## src/hdl/swu_pkg.sv

```systemverilog
`default_nettype none

package swu_pkg;

    // Sizing of the line store and the datapath.
    localparam int MAX_RADIUS  = 3;
    localparam int MAX_COLS    = 256;
    localparam int MAX_ROWS    = 4096;
    localparam int DATA_WIDTH  = 32;
    localparam int LINES       = 2 * MAX_RADIUS + 1;
    localparam int STORE_DEPTH = LINES * MAX_COLS;

    localparam int RAD_W      = 2;
    localparam int SIDE_W     = $clog2(2 * MAX_RADIUS + 2);
    localparam int ROW_W      = 12;
    localparam int COL_W      = $clog2(MAX_COLS);
    localparam int LINE_W     = $clog2(LINES);
    localparam int ADDR_W     = $clog2(STORE_DEPTH);
    localparam int ROWS_CFG_W = 13;
    localparam int COLS_CFG_W = 9;
    localparam int CFG_DATA_W = 13;
    localparam int CFG_IDX_W  = 2;

    // Configuration register indexes.
    localparam logic [CFG_IDX_W-1:0] CFG_RADIUS    = 2'd0;
    localparam logic [CFG_IDX_W-1:0] CFG_GRID_ROWS = 2'd1;
    localparam logic [CFG_IDX_W-1:0] CFG_GRID_COLS = 2'd2;

    // Reset values of the configuration registers.
    localparam logic [RAD_W-1:0]      RADIUS_RST    = 2'd1;
    localparam logic [ROWS_CFG_W-1:0] GRID_ROWS_RST = 13'd10;
    localparam logic [COLS_CFG_W-1:0] GRID_COLS_RST = 9'd10;

    typedef struct packed {
        logic [DATA_WIDTH-1:0] pixel_value;
        logic                  frame_start;
    } t_in;

    typedef struct packed {
        logic [DATA_WIDTH-1:0] window_value;
        logic                  window_last;
        logic [ROW_W-1:0]      center_row;
        logic [COL_W-1:0]      center_col;
    } t_out;

    typedef struct packed {
        logic [RAD_W-1:0]      radius;
        logic [ROWS_CFG_W-1:0] grid_rows;
        logic [COLS_CFG_W-1:0] grid_cols;
    } t_cfg;

    // One classified grid element, handed from the front to the back.
    typedef struct packed {
        logic [DATA_WIDTH-1:0] pixel;
        logic [LINE_W-1:0]     wr_line;
        logic [COL_W-1:0]      wr_col;
        logic                  emit;
        logic [RAD_W-1:0]      radius;
        logic [LINE_W-1:0]     top_line;
        logic [COL_W-1:0]      left_col;
        logic [ROW_W-1:0]      center_row;
        logic [COL_W-1:0]      center_col;
    } t_job;

endpackage

`default_nettype wire

```

## src/hdl/swu_queue.sv

```systemverilog
`default_nettype none

module swu_queue (
    input  wire logic          i_clk,
    input  wire logic          i_rst_n,
    input  wire logic          i_push_valid,
    output logic               o_push_ready,
    input  wire swu_pkg::t_job i_push_job,
    output logic               o_pop_valid,
    input  wire logic          i_pop_ready,
    output swu_pkg::t_job      o_pop_job
);
    import swu_pkg::*;

    // Two entries let the front take the next element while the back works.
    t_job       r_mem [2];
    logic       r_wp, r_rp;
    logic [1:0] r_cnt;
    logic       w_push, w_pop;

    assign o_push_ready = (r_cnt != 2'd2);
    assign o_pop_valid  = (r_cnt != 2'd0);
    assign o_pop_job    = r_mem[r_rp];
    assign w_push       = i_push_valid && o_push_ready;
    assign w_pop        = o_pop_valid && i_pop_ready;

    always_ff @(posedge i_clk) begin
        if (w_push) begin
            r_mem[r_wp] <= i_push_job;
        end
    end

    always_ff @(posedge i_clk) begin
        if (!i_rst_n) begin
            r_wp  <= 1'b0;
            r_rp  <= 1'b0;
            r_cnt <= 2'd0;
        end else begin
            if (w_push) begin
                r_wp <= ~r_wp;
            end
            if (w_pop) begin
                r_rp <= ~r_rp;
            end
            r_cnt <= r_cnt + {1'b0, w_push} - {1'b0, w_pop};
        end
    end

endmodule

`default_nettype wire

```

## config.mk

```make
export PLATFORM = sky130hd
export DESIGN_NAME = swu_queue
export DESIGN_NICKNAME = d
export VERILOG_FILES = /design/src/hdl/swu_pkg.sv /design/src/hdl/swu_queue.sv
export SDC_FILE = /design/constraint.sdc
export NUM_CORES = 1
export LEC_CHECK = 0
export BUFFER_PORTS_ARGS = -buffer_cell sky130_fd_sc_hd__buf_2
export CORE_UTILIZATION = 25
export CTS_CLUSTER_SIZE = 10
export DETAILED_ROUTE_END_ITERATION = 6
export PLACE_DENSITY = 0.52
export SYNTH_ARGS = -nofsm -noshare
export SYNTH_HDL_FRONTEND = slang
export SYNTH_SLANG_ARGS = --single-unit
export TNS_END_PERCENT = 50
```

## constraint.sdc

```tcl
create_clock -name i_clk -period 4.8 [get_ports i_clk]
set_clock_uncertainty 0.15 [all_clocks]
set_input_delay 0.96 -clock i_clk [delete_from_list [all_inputs] [get_ports i_clk]]
set_output_delay 0.96 -clock i_clk [all_outputs]
set_load 0.01 [all_outputs]
```

Word level (Yosys, flattened, before mapping)
Memory sizes are Yosys's and may differ from the RTL's. A register that Yosys moved wholly into a read port is not among the register bits.
Cells that the tools add are included.
{ "op_classes": {"addsub": 2, "n_eq_ne": 1, "muxes": 4, "bitwise_logic": 2, "n_reduce_logical": 3} }
{ "op_table": {"columns": ["cell", "n"], "rows": [
  ["$mux 1", 4],
  ["$add 2x1->2", 1],
  ["$logic_and 1x1->1", 2],
  ["$ne 2x2->1 const B", 1],
  ["$not 1->1", 2],
  ["$reduce_bool 2->1", 1],
  ["$sub 2x1->2", 1]
]} }
{ "word_totals": {"register_bits": 4, "ram_bits": 154, "input_bits": 81, "output_inout_bits": 79, "n_memories": 1} }
{ "mem_list": {"columns": ["name", "words", "width", "rd", "rd_clocked_by_memory_dff", "wr", "line", "source"], "rows": [
  ["r_mem", 2, 77, 1, 1, 1, "swu_queue.sv:16", "t_job r_mem [2];"]
]} }

Longest topological paths before layout
Gate-level depths: netlist (run 1).
{ "depth": {"word_depth": 4, "depth_mapped": 8, "mapped_depth_nobuf": 8} }

Worst setup path before layout (run 1)
Ideal clock, no wire load.
{ "synth_path": {"path_kind": "input to register", "startpoint": "input port i_push_valid", "endpoint": "memory r_mem[0][0] (netlist name), enable pin", "t_arrival_ps": 4269, "required_ps": 4137, "setup_slack_ps": -131, "stages": 2, "n_path_buf": 0, "cell_sequence": "nand2_1 > nor2_1"} }
{ "synth_between": {"elab_chain_cells": 3} }
{ "synth_lines": {"columns": ["item", "line", "source"], "rows": [
  ["start, declared", "swu_queue.sv:6", "input wire logic i_push_valid,"],
  ["$logic_and 1x1->1", "swu_queue.sv:24", "assign w_push = i_push_valid && o_push_ready;"],
  ["$mux 1", "swu_queue.sv:28", "if (w_push) begin"],
  ["$mux 1 (implied by the code)", "swu_queue.sv:29", "r_mem[r_wp] <= i_push_job;"],
  ["end, declared", "swu_queue.sv:16", null]
]} }
No other way between the ends.

==> flow_summary_export.csv, run 1 <==
group,metric,value,unit
yosys,syn_area_per_cell,22.4,µm²
global_routing,grt_usage,9.83,%
clock_network,clkLatencyLatePin,410,ps
route,drtIter0Drc,88,
sta,setup_viol,0,
cells_and_area,final_area,7610,µm²
floorplanning,core_area,22900,µm²
critical_path,cp-start-kind,"register",
cells_and_area,final-instance-count-excl-fill,763,
hold_path,hold_path_depth,2,
route,avgViaCountPerCell,3.90,
floorplanning,num_io_pins,160,
yosys,ys_types,19,
hold_path,hp-class,"reg -> reg",
clock_network,post-cts-setup-buffer-count,0,
global_routing,antenna_found_initial,0,
route,wire_per_inst,14.9,µm
global_routing,grtUsageMet2,17.0,%
hold_path,holdPathEnd,"r_wp$_SDFFE_PN0N_",
sta,finalHoldViolCount,0,
floorplanning,core.rowCount,55,
placement,globalplace.congestion,0.665,
critical_path,r2r_end,"r_mem[1][73]$_DFFE_PP_",
sta,clock.fmax,297,MHz
sta,relSlewSlack,24.8,%
placement,io_buffer_count,159,
cells_and_area,final_common_cell,"buf_2",
critical_path,critPathKind,"reg -> out",
route,dr.pass1.iters,4,
yosys,yosys_register_bits,159,
yosys,yosysTopAreaCell,"edfxtp_1",
global_routing,grt_util_met3,4.06,%
cells_and_area,syn_to_final_growth,28.4,%
clock_network,holdBufCountCts,0,
clock_network,cts-resized-gates,0,
clock_network,cts.sinks,159,
yosys,synth_fp_nets,347,
clock_network,htreeDepth,4,
cells_and_area,drive_above_1_share,61.1,%
global_routing,overflow,0,
yosys,seq_area_frac_synth,79.7,%
floorplanning,die_area,24300,µm²
sta,tns,0,ps
critical_path,reg2reg_from,"r_cnt[0]$_SDFF_PN0_",
cells_and_area,n_antenna_cell,0,
critical_path,crit_arrival,2260,ps
critical_path,r2r_cells,2,
yosys,yosysWarnings,0,
sta,finalCriticalPeriod,3370,ps
floorplanning,fp.dieW,156,µm
yosys,syn_inst,264,
outcome,status,"finished, final reports clean",
route,ant_nets,0,
floorplanning,start_util,25.9,%
yosys,yosysTopAreaCellShare,78.0,%
route,drt-total-wl,11400,µm
sta,tightest_slew,1130,ps
clock_network,clock_path_buffers,2,
sta,timing.final.crit_share,70.3,%
sta,rsz0062_at_grt,"false",
cells_and_area,nets,520,
clock_network,cts-buffers-inserted,17,
critical_path,cp-end-kind,"output pin",
global_routing,grt_start_max_net_pins,78,
floorplanning,die_h,156,µm
power_and_ir_drop,ir_drop,0.189,mV
run,maxCapViolCount,0,
clock_network,cts_tree,"done",
sta,maxSlewViolCount,0,
critical_path,cp_max_fo,53,
global_routing,grt_pass1_vias,3316,
route,route.detailed.drc,0,
power_and_ir_drop,p_per_area,520,nW/µm²
route,route.vias.total,2973,
placement,place_area,7070,µm²
global_routing,grt_use_met1,10.8,%
global_routing,grt_pass1_wl,17500,µm
yosys,syn_area,5930,µm²
global_routing,top_usage_layer,"met2",
placement,dpl.hpwl,7260,µm
critical_path,critPathRequiredTime,3690,ps
cells_and_area,final_cell_mix,"buf_2 (159), edfxtp_1 (154), mux2_2 (47)",
clock_network,root_buffer,"clkbuf_16",
hold_path,worstHoldStart,"r_wp$_SDFFE_PN0N_",
critical_path,r2r_setup_slack,2730,ps
placement,dp_cells,731,
yosys,synth_area_leaders,"edfxtp_1 (78%), mux2_2 (8.9%), mux2_4 (7.6%), dfxtp_1 (1.7%), buf_8 (0.76%)",
clock_network,clk_pin_slew,60,ps
power_and_ir_drop,leakage,2.83,nW
## cells by family (layout without fill, tap and decap cells)
kind of cell	Yosys count	in the layout	synth area share [%]
flip-flops	159	159	79.7
multiplexers	78	78	16.7
AND/OR/NAND/NOR	11	11	1.03
buffers and inverters	10	196	1.54
XOR/XNOR	3	3	0.443
adder cells (fa/ha/maj)	2	2	0.422
AO/OA/AOI/OAI	1	1	0.127
## per-layer routing
layer | up-vias | share of wire, %
met1 | 1475 | 42
met4 | 0 | 0.89
li1 | 1387 | -
met3 | 5 | 6.6
met2 | 106 | 51
met5 | - | 0
## report_power, final
group	internal, W	leakage (nW)	switching [W]
Combinational	0.000450	1.10	0.000418
Clock	0.000668	0.254	0.000557
Sequential	0.00175	1.48	0.000115
## layout make-up
| cell class | instances | area (µm²) |
|---|---|---|
| Tap cell | 313 | 392 |
| Multi-Input combinational cell | 95 | 1120 |
| Clock buffer | 18 | 429 |
| Timing Repair Buffer | 163 | 826 |
| Inverter | 1 | 3.75 |
| Clock inverter | 14 | 110 |
| Fill cell | 2226 | 15300 |
| Sequential cell | 159 | 4730 |
## flip-flops by register name, indices dropped and copies added, names as in the netlist, named ones only
register / flops
r_mem: 154
r_cnt: 2
r_rp: 1
r_wp: 1
## critical path: stages (launching register included)
cell,delay (ps)
dfxtp_4,920
buf_4,370
mux2_2,370
buf_2,140
## stage by stage
step	utilization (%)	hold slack (ps)	worst slack, ps	power, W
2_1_floorplan	-	316	1160	0.00246
3_3_place_gp	30.9	363	1860	0.00276
3_5_place_dp	30.9	378	1810	0.00279
4_1_cts	33.2	394	1340	0.00403
5_1_grt	33.2	419	1280	0.00416
6_report	33.2	389	1430	0.00396
## cell usage after synthesis (all sizes together)
master and number:
buf 9, and3 1, edfxtp 154, o21a 1
nor2b 2, or2 1, dfxtp 5, nand2 2
ha 2, and2 2, xnor2 3, inv 1
mux2 77, nor2 1, mux2i 1, nand2b 2
## worst max-delay path by stage
stage                       from                     to  slack, ps  cells after the start
CTS                     register           o_pop_job[5]       1340                      3
floorplan           i_push_valid  r_mem[0][0]$_DFFE_PP_       1160                      2
global route            register          o_pop_job[35]       1280                      3
finish                  register           o_pop_job[5]       1430                      3
detailed placement      register           o_pop_job[5]       1810                      3
global placement        register           o_pop_job[5]       1860                      3
No activity file was read; power rests on OpenSTA's default activity.
==> inputs of run 2 (changes only) <==
- clock period: 4.8 -> 3.1 ns (I/O delays scaled with it)
==> run 2 against run 1 <==
Net effect:
- non-clock buffer count grew 2
- setup slack lost 870 ps
- power grew 55%
- cell count grew 0.13%
- largest power group unchanged
- combinational power grew 67%
==> flow_summary_export.csv, run 2 (synthesized netlist as in run 1, its figures left out) <==
group,metric,value,unit
outcome,status,"finished, final reports clean",
power_and_ir_drop,p_sw_share,26.4,%
global_routing,grt_pass1_wl,17000,µm
global_routing,grt_use_met1,10.1,%
cells_and_area,reg_top3,"r_mem: 154 flops, r_cnt: 2 flops",
clock_network,cts.sinks,159,
critical_path,cp-end-kind,"output pin",
clock_network,post-cts-setup-buffer-count,0,
cells_and_area,syn_to_final_growth,29.0,%
critical_path,crit_arrival,1770,ps
cells_and_area,final_cell_mix,"buf_2 (159), edfxtp_1 (154), mux2_2 (47)",
route,drtIter0Drc,118,
global_routing,grtUsageMet2,16.2,%
route,ant_nets,0,
clock_network,cts-buffers-inserted,17,
floorplanning,fp.dieW,156,µm
clock_network,root_buffer,"clkbuf_16",
global_routing,grt_start_max_net_pins,45,
sta,tns,0,ps
clock_network,clk_pin_slew,60,ps
sta,relSlewSlack,61.8,%
global_routing,antenna_found_initial,3,
critical_path,cp_max_fo,33,
power_and_ir_drop,p_per_area,802,nW/µm²
sta,timing.final.crit_share,82.0,%
floorplanning,die_area,24300,µm²
placement,pre_cts_ws,965,ps
power_and_ir_drop,leakage,2.85,nW
power_and_ir_drop,power_frac_comb,23.7,%
power_and_ir_drop,p_seq_share,45.3,%
clock_network,clock_path_buffers,2,
global_routing,grt_util_met3,4.28,%
power_and_ir_drop,power.share.clock,31.0,%
sta,finalHoldViolCount,0,
cells_and_area,final_common_cell,"buf_2",
sta,tightest_slew,572,ps
critical_path,critPathMaxStageDelay,440,ps
power_and_ir_drop,p_sw,0.00162,W
global_routing,grt_usage,9.44,%
critical_path,critPathRequiredTime,2330,ps
cells_and_area,fill_cells,2224,
global_routing,grt_pass1_vias,3260,
floorplanning,start_util,25.9,%
floorplanning,num_io_pins,160,
global_routing,overflow,0,
sta,clock.fmax,393,MHz
critical_path,cp-start-kind,"register",
power_and_ir_drop,ir_drop,0.400,mV
run,maxCapViolCount,0,
sta,rsz0062_at_grt,"false",
placement,io_buffer_count,159,
route,route.detailed.drc,0,
route,dr.pass1.iters,4,
global_routing,top_usage_layer,"met2",
floorplanning,core_area,22900,µm²
floorplanning,core.rowCount,55,
critical_path,cp_slowest_cell,"buf_4",
sta,maxSlewViolCount,0,
cells_and_area,drive_above_1_share,60.7,%
power_and_ir_drop,p_int,0.00451,W
route,wire_per_inst,14.5,µm
placement,globalplace.congestion,0.676,
cells_and_area,largest_reg_flops,154,
hold_path,hp-class,"in -> reg",
cells_and_area,max_flop_register,"r_mem",
sta,setup_viol,0,
cells_and_area,nets,522,
clock_network,cts-resized-gates,0,
sta,worst_slack,556,ps
clock_network,clkLatencyLatePin,400,ps
clock_network,htreeDepth,4,
sta,finalCriticalPeriod,2540,ps
route,drt-total-wl,11100,µm
placement,dpl.hpwl,7390,µm
floorplanning,die_h,156,µm
clock_network,holdBufCountCts,0,
route,avgViaCountPerCell,3.92,
clock_network,cts_tree,"done",
critical_path,crit_chain,"buf_4 > mux2_2 > buf_2",
critical_path,critPathKind,"reg -> out",
route,route.vias.total,2995,
[run 2: changes by cell type in the layout (fill, tap and decap cells not counted)]
cell        previous run  this run
buf_12                 0         2
bufinv_16              0         1
clkbuf_1               1         2
clkinv_1               0         1
clkinv_2               2         4
clkinv_4               4         2
clkinvlp_4             4         2
diode_2                0         1
inv_6                  4         1
[run 2: stage by stage]
| stage | hold WS (ps) | total power (W) | cell area, µm² | instances | util, % |
|---|---|---|---|---|---|
| finish | 248 | 0.00613 | 7640 | 764 | 33.3 |
| global route | 215 | 0.00645 | 7640 | 763 | 33.3 |
| CTS | 218 | 0.00625 | 7640 | 763 | 33.3 |
| detailed placement | 380 | 0.00432 | 7110 | 733 | 31.0 |
| global placement | 367 | 0.00429 | 7110 | 733 | 31.0 |
| floorplan | 338 | 0.00380 | 5930 | 264 | - |
[run 2: final timing paths]
kind,startpoint,end,slack (ps),cells past startpoint
max,register,o_pop_job[1],560,3
max reg2reg,r_cnt[0]$_SDFF_PN0_,r_cnt[1]$_SDFF_PN0_,1230,8
min,i_push_job[39],r_mem[0][39]$_DFFE_PP_,250,1
min reg2reg,r_wp$_SDFFE_PN0N_,r_wp$_SDFFE_PN0N_,390,2
[run 2: critical path, delay by kind of cell (launching register included)]
| family | cells | cell delay, ps |
|---|---|---|
| buffers and inverters | 2 | 580 |
| multiplexers | 1 | 390 |
| flip-flops | 1 | 360 |
[run 2: area by class of cell]
class                      count  area [µm²]  share of cell area (%)
sequential                   159        4730                    61.9
antenna                        1        2.50                  0.0327
inverter                       1        3.75                  0.0491
clock buffer                  19         433                    5.66
multi-input combinational     95        1120                    14.7
tap                          313         392                    5.12
timing repair buffer         165         866                    11.3
clock inverter                11        95.1                    1.24
[run 2: power by group through the flow]
stage	Combinational, W	Sequential, W	Clock (W)
3_3_place_gp	0.00147	0.00281	0
6_report	0.00145	0.00277	0.00190
4_1_cts	0.00150	0.00278	0.00197
3_5_place_dp	0.00149	0.00282	0
2_1_floorplan	0.000996	0.00281	0
5_1_grt	0.00159	0.00280	0.00207
[run 2: metal layers]
| layer | routed length (µm) | part of all wire, % | vias up |
|---|---|---|---|
| met3 | 790 | 7.1 | 10 |
| met4 | 133 | 1.2 | 2 |
| met1 | 4600 | 42 | 1495 |
| met2 | 5520 | 50 | 98 |
| met5 | 13 | 0.12 | - |
| li1 | - | - | 1390 |
