==> src/hdl/swu_pkg.sv <==
`default_nettype none

package swu_pkg;

    // Sizing of the line store and the datapath.
    localparam int MAX_RADIUS  = 3;
    localparam int MAX_COLS    = 256;
    localparam int MAX_ROWS    = 4096;
    localparam int DATA_WIDTH  = 32;
    localparam int LINES       = 2 * MAX_RADIUS + 1;
    localparam int STORE_DEPTH = LINES * MAX_COLS;

    localparam int RAD_W      = 2;
    localparam int SIDE_W     = $clog2(2 * MAX_RADIUS + 2);
    localparam int ROW_W      = 12;
    localparam int COL_W      = $clog2(MAX_COLS);
    localparam int LINE_W     = $clog2(LINES);
    localparam int ADDR_W     = $clog2(STORE_DEPTH);
    localparam int ROWS_CFG_W = 13;
    localparam int COLS_CFG_W = 9;
    localparam int CFG_DATA_W = 13;
    localparam int CFG_IDX_W  = 2;

    // Configuration register indexes.
    localparam logic [CFG_IDX_W-1:0] CFG_RADIUS    = 2'd0;
    localparam logic [CFG_IDX_W-1:0] CFG_GRID_ROWS = 2'd1;
    localparam logic [CFG_IDX_W-1:0] CFG_GRID_COLS = 2'd2;

    // Reset values of the configuration registers.
    localparam logic [RAD_W-1:0]      RADIUS_RST    = 2'd1;
    localparam logic [ROWS_CFG_W-1:0] GRID_ROWS_RST = 13'd10;
    localparam logic [COLS_CFG_W-1:0] GRID_COLS_RST = 9'd10;

    typedef struct packed {
        logic [DATA_WIDTH-1:0] pixel_value;
        logic                  frame_start;
    } t_in;

    typedef struct packed {
        logic [DATA_WIDTH-1:0] window_value;
        logic                  window_last;
        logic [ROW_W-1:0]      center_row;
        logic [COL_W-1:0]      center_col;
    } t_out;

    typedef struct packed {
        logic [RAD_W-1:0]      radius;
        logic [ROWS_CFG_W-1:0] grid_rows;
        logic [COLS_CFG_W-1:0] grid_cols;
    } t_cfg;

    // One classified grid element, handed from the front to the back.
    typedef struct packed {
        logic [DATA_WIDTH-1:0] pixel;
        logic [LINE_W-1:0]     wr_line;
        logic [COL_W-1:0]      wr_col;
        logic                  emit;
        logic [RAD_W-1:0]      radius;
        logic [LINE_W-1:0]     top_line;
        logic [COL_W-1:0]      left_col;
        logic [ROW_W-1:0]      center_row;
        logic [COL_W-1:0]      center_col;
    } t_job;

endpackage

`default_nettype wire

==> src/hdl/swu_front.sv <==
`default_nettype none

module swu_front (
    input  wire logic          i_clk,
    input  wire logic          i_rst_n,
    input  wire swu_pkg::t_cfg i_cfg,
    input  wire logic          i_in_valid,
    output logic               o_in_ready,
    input  wire swu_pkg::t_in  i_in_data,
    output logic               o_job_valid,
    input  wire logic          i_job_ready,
    output swu_pkg::t_job      o_job
);
    import swu_pkg::*;

    logic [ROW_W-1:0]      r_row, n_row;
    logic [COL_W-1:0]      r_col, n_col;
    logic [LINE_W-1:0]     r_line, n_line;

    logic [RAD_W-1:0]      w_rad;
    logic [ROWS_CFG_W-1:0] w_rows;
    logic [COLS_CFG_W-1:0] w_cols;
    logic [ROW_W-1:0]      w_row0, w_row;
    logic [COL_W-1:0]      w_col0, w_col;
    logic [LINE_W-1:0]     w_line0, w_line;
    logic [SIDE_W-1:0]     w_two_r;
    logic [LINE_W:0]       w_top_sum;
    logic                  w_accept;

    assign o_in_ready  = i_job_ready;
    assign o_job_valid = i_in_valid;
    assign w_accept    = i_in_valid && i_job_ready;

    // Clamp the configuration into its legal range.
    always_comb begin
        w_rad  = (i_cfg.radius > RAD_W'(MAX_RADIUS)) ? RAD_W'(MAX_RADIUS) : i_cfg.radius;
        w_rows = i_cfg.grid_rows;
        if (i_cfg.grid_rows == '0) begin
            w_rows = ROWS_CFG_W'(1);
        end else if (i_cfg.grid_rows > ROWS_CFG_W'(MAX_ROWS)) begin
            w_rows = ROWS_CFG_W'(MAX_ROWS);
        end
        w_cols = i_cfg.grid_cols;
        if (i_cfg.grid_cols == '0) begin
            w_cols = COLS_CFG_W'(1);
        end else if (i_cfg.grid_cols > COLS_CFG_W'(MAX_COLS)) begin
            w_cols = COLS_CFG_W'(MAX_COLS);
        end
    end

    // Position of this element, after frame start and wrap into the grid size.
    always_comb begin
        w_row0  = i_in_data.frame_start ? '0 : r_row;
        w_col0  = i_in_data.frame_start ? '0 : r_col;
        w_line0 = i_in_data.frame_start ? '0 : r_line;
        if ({1'b0, w_row0} >= w_rows) begin
            w_row  = '0;
            w_line = '0;
        end else begin
            w_row  = w_row0;
            w_line = w_line0;
        end
        w_col = ({1'b0, w_col0} >= w_cols) ? '0 : w_col0;
    end

    // Classify: a window is due when the element closes the window's bottom-right corner.
    always_comb begin
        w_two_r   = {w_rad, 1'b0};
        w_top_sum = {1'b0, w_line} + (LINE_W + 1)'(LINES) - (LINE_W + 1)'(w_two_r);
        o_job.pixel      = i_in_data.pixel_value;
        o_job.wr_line    = w_line;
        o_job.wr_col     = w_col;
        o_job.emit       = (w_row >= ROW_W'(w_two_r)) && (w_col >= COL_W'(w_two_r));
        o_job.radius     = w_rad;
        o_job.top_line   = (w_top_sum >= (LINE_W + 1)'(LINES))
                         ? LINE_W'(w_top_sum - (LINE_W + 1)'(LINES))
                         : LINE_W'(w_top_sum);
        o_job.left_col   = w_col - COL_W'(w_two_r);
        o_job.center_row = w_row - ROW_W'(w_rad);
        o_job.center_col = w_col - COL_W'(w_rad);
    end

    // Position of the next element.
    always_comb begin
        n_row  = w_row;
        n_col  = w_col + 1'b1;
        n_line = w_line;
        if ({1'b0, w_col} + 1'b1 >= w_cols) begin
            n_col = '0;
            if ({1'b0, w_row} + 1'b1 >= w_rows) begin
                n_row  = '0;
                n_line = '0;
            end else begin
                n_row  = w_row + 1'b1;
                n_line = (w_line == LINE_W'(LINES - 1)) ? '0 : w_line + 1'b1;
            end
        end
    end

    always_ff @(posedge i_clk) begin
        if (!i_rst_n) begin
            r_row  <= '0;
            r_col  <= '0;
            r_line <= '0;
        end else if (w_accept) begin
            r_row  <= n_row;
            r_col  <= n_col;
            r_line <= n_line;
        end
    end

endmodule

`default_nettype wire

==> config.mk <==
export PLATFORM = sky130hd
export DESIGN_NAME = swu_front
export DESIGN_NICKNAME = d
export VERILOG_FILES = /design/src/hdl/swu_pkg.sv /design/src/hdl/swu_front.sv
export SDC_FILE = /design/constraint.sdc
export NUM_CORES = 1
export LEC_CHECK = 0
export ABC_AREA = 1
export BUFFER_PORTS_ARGS = -buffer_cell sky130_fd_sc_hd__clkbuf_2
export CORE_UTILIZATION = 52
export CTS_BUF_LIST = sky130_fd_sc_hd__clkbuf_8 sky130_fd_sc_hd__clkbuf_16
export DETAILED_ROUTE_END_ITERATION = 8
export PLACE_DENSITY = 0.82
export RECOVER_POWER = 100
export SLEW_MARGIN = 10
export SYNTH_ARGS = -nofsm -noshare
export SYNTH_HDL_FRONTEND = slang
export SYNTH_SLANG_ARGS = --single-unit
==> constraint.sdc <==
create_clock -name i_clk -period 6.75 [get_ports i_clk]
set_input_delay 0.675 -clock i_clk [delete_from_list [all_inputs] [get_ports i_clk]]
set_output_delay 0.675 -clock i_clk [all_outputs]
set_load 0.02 [all_outputs]
# Word level (Yosys, flattened, before mapping)
# Cells that the tools add are included.
dict set report totals {
  ff_bits 23
  input_bits 61
  output_inout_bits 79
  elab_cells 47
}
dict set report op_classes {
  addsub 11
  n_lt_le_gt_ge 10
  eq_ne 1
  mux 18
  reduce_logical 4
}
# op count
set ops {}
lappend ops {{12-bit two-way mux} 4}
lappend ops {{13-bit two-way mux} 2}
lappend ops {{8-bit two-way mux} 3}
lappend ops {{3-bit two-way mux} 6}
lappend ops {{9-bit two-way mux} 2}
lappend ops {{12-bit by 1-bit adder with 13-bit output (second input constant)} 1}
lappend ops {{12-bit by 13-bit >= comparator with 1-bit output} 1}
lappend ops {{13-bit >= comparator} 1}
lappend ops {{13-bit > comparator (second input constant)} 1}
lappend ops {{13-bit logical NOT} 1}
lappend ops {{12-bit by 1-bit adder with 12-bit output (second input constant)} 1}
lappend ops {{12-bit by 3-bit >= comparator with 1-bit output} 1}
lappend ops {{12-bit by 2-bit subtractor with 12-bit output} 1}
lappend ops {{8-bit by 1-bit adder with 9-bit output (second input constant)} 1}
lappend ops {{8-bit by 9-bit >= comparator with 1-bit output} 1}
lappend ops {{9-bit >= comparator} 1}
lappend ops {{9-bit > comparator (second input constant)} 1}
lappend ops {{9-bit logical NOT} 1}
lappend ops {{8-bit by 1-bit adder with 8-bit output (second input constant)} 1}
lappend ops {{8-bit by 3-bit >= comparator with 1-bit output} 1}
lappend ops {{8-bit by 2-bit subtractor with 8-bit output} 1}
lappend ops {{8-bit by 3-bit subtractor with 8-bit output} 1}
lappend ops {{3-bit by 3-bit adder with 4-bit output (second input constant)} 1}
lappend ops {{4-bit by 3-bit >= comparator with 1-bit output (second input constant)} 1}
lappend ops {{7 further kinds} 8}

# Longest topological paths before layout
dict set report logic_depth {
  ltp_word 9
  mapped_depth 38
  ltp_nobuf 36
}

# Least setup slack after synthesis
# OpenSTA, ideal clock, no wires.
dict set report synth_timing {
  path_type {input to register}
  startpoint {in i_cfg[7] in the netlist's numbering}
  endpoint {reg r_row[3]}
  t_arrival_ps 4896
  t_required_ps 6678
  slack_ps 1782
  path_stages 26
  n_path_buf 1
  cell_sequence {nor4_1 nand2_1 nor3_1 or2_2 nand2_1 ha_1 nand2_1 nand2_1 a22oi_1 nand3_2 nor2_4 nand2_1 inv_1 ha_1 inv_1 nor3_1 nand3_1 and2_1 ha_1 a21oi_1 o21a_1 nand4_1 nor2_1 clkbuf_1 a22oi_1 a21oi_1}
}
# element line
set synth_lines {}
lappend synth_lines {{start, declared} swu_front.sv:6} ;# input wire swu_pkg::t_cfg i_cfg,
lappend synth_lines {{end signal, assigned} swu_front.sv:106} ;# r_row <= n_row;
lappend synth_lines {{end, declared} swu_front.sv:16} ;# logic [ROW_W-1:0] r_row, n_row;

# Worst setup path after layout
dict set report layout_timing {
  startpoint {in i_cfg[9] in the netlist's numbering}
  endpoint {reg r_row[9]}
}
dict set report layout_via {
  elab_chain_len 9
  elab_cells_between_ends 11
}
# element line
set layout_rtl {}
lappend layout_rtl {{13-bit > comparator} swu_front.sv:40} ;# end else if (i_cfg.grid_rows > ROWS_CFG_W'(MAX_ROWS)) begin
lappend layout_rtl {{13-bit two-way mux} swu_front.sv:40}
lappend layout_rtl {{13-bit two-way mux *} swu_front.sv:38} ;# if (i_cfg.grid_rows == '0) begin
lappend layout_rtl {{12-bit by 13-bit >= comparator with 1-bit output} swu_front.sv:56} ;# if ({1'b0, w_row0} >= w_rows) begin
lappend layout_rtl {{12-bit two-way mux} swu_front.sv:56}
lappend layout_rtl {{12-bit by 1-bit adder with 13-bit output} swu_front.sv:90} ;# if ({1'b0, w_row} + 1'b1 >= w_rows) begin
lappend layout_rtl {{13-bit >= comparator} swu_front.sv:90}
lappend layout_rtl {{12-bit two-way mux} swu_front.sv:90}
lappend layout_rtl {{12-bit two-way mux *} swu_front.sv:88} ;# if ({1'b0, w_col} + 1'b1 >= w_cols) begin
# Every way passes the cells marked *; elsewhere a longest branch is shown, timed or not.
# A chain may end at the register's enable or synchronous reset.

==> impl_metrics.env <==
export IMPL_ctsRootBufferMaster="sky130_fd_sc_hd__clkbuf_8"
export IMPL_worstHoldPathType="flip-flop to flip-flop"
export IMPL_crit_required_ps=6950
export IMPL_wire_length_per_cell_after_detailed_routing_um=14.6
export IMPL_power_ir_vdd_worst_mv=0.0676
export IMPL_cells_resized_by_post_cts_repair=0
export IMPL_floorplan_die_height_um=90.4
export IMPL_rsz0062_at_grt="no"
export IMPL_power_per_cell_area_mw_per_mm2=94.2
export IMPL_cts_htree_levels=1
export IMPL_area_overhead_vs_synth_pct=4.28
export IMPL_vias=4427
export IMPL_crit_end="r_row[9]"
export IMPL_hpwlAfterDp_mm=9.48
export IMPL_die_x_um=90.4
export IMPL_clk_transition_reported_paths_ps=100
export IMPL_post_layout_total_power_uw=400
export IMPL_largest_net_degree_at_the_start_of_global_routing=29
export IMPL_critPathCaptureType="flip-flop"
export IMPL_final_layout_size_suffix_gt1_share_pct=10.1
export IMPL_vias_in_the_first_global_route=4092
export IMPL_synth_seq_cells=23
export IMPL_hold_path_cell_count=2
export IMPL_cts_tree="yes"
export IMPL_viasPerCell=5.67
export IMPL_power_net_switching_uw=168
export IMPL_synth_nets=764
export IMPL_i_o_pins=140
export IMPL_wire_length_of_the_first_global_routing_pass_mm=18.5
export IMPL_drt_iter0_drc=337
export IMPL_critPathSlowestCell="sky130_fd_sc_hd__nor2_1"
export IMPL_crit_reg2reg_capture="r_line[1]"
export IMPL_core_area_mm2=0.00741
export IMPL_max_freq_ghz=0.170
export IMPL_power_switching_share_pct=42.0
export IMPL_timing_reg2reg_worst_path_depth=25
export IMPL_worst_setup_path_type="primary input to flip-flop"
export IMPL_max_capacitance_violation_count=0
export IMPL_post_route_min_period_ps=5870
export IMPL_power_report_internal_total_uw=232
export IMPL_initial_antenna_violation_count=0
export IMPL_route_final_wire_length_mm=11.4
export IMPL_critPathMostFrequentCell="sky130_fd_sc_hd__nand2_1"
export IMPL_ys_warnings_count=0
export IMPL_grt_remaining_overflow=0
export IMPL_combinational_share_of_power_pct=41.5
export IMPL_drt_pre_antenna_iters=6
export IMPL_insertedDiodeCount=0
export IMPL_clkSinkCount=23
export IMPL_period_share_pct=87.0
export IMPL_grt_usage_pct=27.5
export IMPL_synth_flop_cell="sky130_fd_sc_hd__dfxtp_1"
export IMPL_skew_ps=4.58
export IMPL_timing_final_max_slew_violations=0
export IMPL_netlist_cell_type_count=43
export IMPL_status="finished, final reports clean"
export IMPL_worstPathArrival_ps=6080
export IMPL_share_clk_of_total_power_pct=23.7
export IMPL_cts_hold_repair_buffers=0
export IMPL_netlist_instances=644
export IMPL_timing_rr_start="r_col[3]"
export IMPL_hold_violations=0
export IMPL_initial_utilization_pct=54.9
export IMPL_start_kind="primary input"
export IMPL_timing_slew_headroom_pct=10.9
export IMPL_layout_nets=803
export IMPL_clockBufferDepth=2
export IMPL_place_port_buffers=75
export IMPL_synth_area_per_cell_um2=6.32
export IMPL_post_route_drc_count=0
export IMPL_synth_area_mm2=0.00407
export IMPL_synth_edf_count=0
export IMPL_clock_insertion_delay_worst_skew_ps=280
export IMPL_gp_congestion=1.06
export IMPL_cts_buffers=3
export IMPL_postCtsSetupRepairBufs=0
export IMPL_worst_slew_pin_slew_ps=1330
export IMPL_die_area_mm2=0.00818
export IMPL_synth_async_reset_ratio_pct=0
export IMPL_worstSetupStartpoint="i_cfg[9]"
export IMPL_reg2reg_slack_ps=1500
export IMPL_seq_area_frac_synth_pct=11.3
export IMPL_detail_route_antenna_nets=0
export IMPL_p_leak_nw=2.20
export IMPL_worstPathMaxFanout=11
export IMPL_setup_viols_final=0
export IMPL_rows=31
export IMPL_peak_per_stage_delay_on_the_critical_path_ps=570
export IMPL_p_seq_share_pct=34.8
export IMPL_fin_setup_tns_ps=0
routing by layer:
layer | vias to the layer above | global-route usage (%) | routed length (um)
li1 | 2143 | - | -
met1 | 1970 | 32.9 | 4380
met2 | 257 | 46.6 | 5340
met3 | 57 | 3.28 | 1040
met4 | 0 | 17.7 | 609
met5 | - | 0 | 0
cell families after synthesis:
| logic type | share of synthesized area [%] |
|---|---|
| AO/OA/AOI/OAI | 11.2 |
| XOR/XNOR | 5.38 |
| adder cells (fa/ha/maj) | 18.9 |
| buffers and inverters | 16.9 |
| flip-flops | 11.3 |
| AND/OR/NAND/NOR | 36.3 |
area by class of cell:
cell class / count / area, um2
fillers: 759 / 3170
multi-input cells: 478 / 2890
flip-flops and latches: 23 / 460
inverters: 98 / 368
repair buffers: 79 / 353
well taps: 99 / 124
clock buffers: 3 / 41.3
clock inverters: 1 / 5.00
cell usage in the layout, fill, tap and decap left out, types with 12 or more instances in the layout:
cell,n
sky130_fd_sc_hd__clkbuf_1,40
sky130_fd_sc_hd__nor3_1,12
sky130_fd_sc_hd__ha_1,55
sky130_fd_sc_hd__nand4_1,18
sky130_fd_sc_hd__o21ai_0,17
sky130_fd_sc_hd__inv_1,90
sky130_fd_sc_hd__xor2_1,23
sky130_fd_sc_hd__nand3_1,41
sky130_fd_sc_hd__nor2_1,59
sky130_fd_sc_hd__dfxtp_1,23
sky130_fd_sc_hd__a21oi_1,45
sky130_fd_sc_hd__clkbuf_2,36
sky130_fd_sc_hd__nand2_1,152
power groups by stage:
stage / registers (mW) / clock network [mW] / logic (mW)
global route: 0.139 / 0.100 / 0.183
global placement: 0.142 / 0 / 0.166
detailed placement: 0.142 / 0 / 0.170
CTS: 0.139 / 0.0920 / 0.171
floorplan: 0.142 / 0 / 0.146
finish: 0.139 / 0.0946 / 0.166
state kept, by name (all words and copies together) (netlist names):
name and cells:
r_col 8, r_row 12, r_line 3
synth_stat cells (2+ instances only):
cell type                  count  area (um2)
sky130_fd_sc_hd__nor4_1        6        37.5
sky130_fd_sc_hd__nand4_1      18         113
sky130_fd_sc_hd__xor2_1       23         201
sky130_fd_sc_hd__a22oi_1       8        60.1
sky130_fd_sc_hd__inv_1        89         334
sky130_fd_sc_hd__a21boi_0      2        15.0
sky130_fd_sc_hd__nor2_4        4        45.0
sky130_fd_sc_hd__nand2_2       4        25.0
sky130_fd_sc_hd__nor2_2        5        31.3
sky130_fd_sc_hd__ha_1         55         688
sky130_fd_sc_hd__nor2_1       57         214
sky130_fd_sc_hd__buf_4        37         278
sky130_fd_sc_hd__nand3_2       2        20.0
sky130_fd_sc_hd__dfxtp_1      23         460
sky130_fd_sc_hd__inv_2         8        30.0
sky130_fd_sc_hd__o21ai_0      17        85.1
sky130_fd_sc_hd__clkbuf_1      5        18.8
sky130_fd_sc_hd__nand3_1      40         200
sky130_fd_sc_hd__nand3b_1      2        15.0
sky130_fd_sc_hd__and2_1        5        31.3
sky130_fd_sc_hd__a21oi_1      45         225
sky130_fd_sc_hd__nand2_4       3        33.8
sky130_fd_sc_hd__nor3_1       10        50.1
sky130_fd_sc_hd__buf_2         2        10.0
sky130_fd_sc_hd__xnor2_1       2        17.5
sky130_fd_sc_hd__fa_1          4        80.1
sky130_fd_sc_hd__nand2_1     150         563
sky130_fd_sc_hd__o21a_1        2        15.0
sky130_fd_sc_hd__nor3_4        2        32.5
critical path, delay by kind of cell:
family	cells	cell delay (ps)
AND/OR/NAND/NOR	19	3340
adder cells (fa/ha/maj)	3	910
buffers and inverters	7	690
AO/OA/AOI/OAI	3	450
through the flow:
stage | instance area [um2] | util, % | instances | worst slack [ps] | hold slack [ps]
6_report | 4240 | 57.3 | 781 | 877 | 475
5_1_grt | 4240 | 57.3 | 781 | 393 | 497
4_1_cts | 4330 | 58.4 | 781 | 1180 | 474
3_5_place_dp | 4280 | 57.8 | 777 | 910 | 461
3_3_place_gp | 4280 | 57.8 | 777 | 1070 | 453
2_1_floorplan | 4070 | - | 644 | 1780 | 445
worst min-delay path by stage:
stage / endpoint / from
2_1_floorplan: r_col[0] / r_col[0]
3_3_place_gp: r_col[0] / r_col[0]
3_5_place_dp: r_col[7] / r_col[7]
4_1_cts: r_col[4] / r_col[4]
5_1_grt: r_col[6] / r_col[6]
6_report: r_line[2] / r_line[2]
Power figures use the tool's default switching activity.
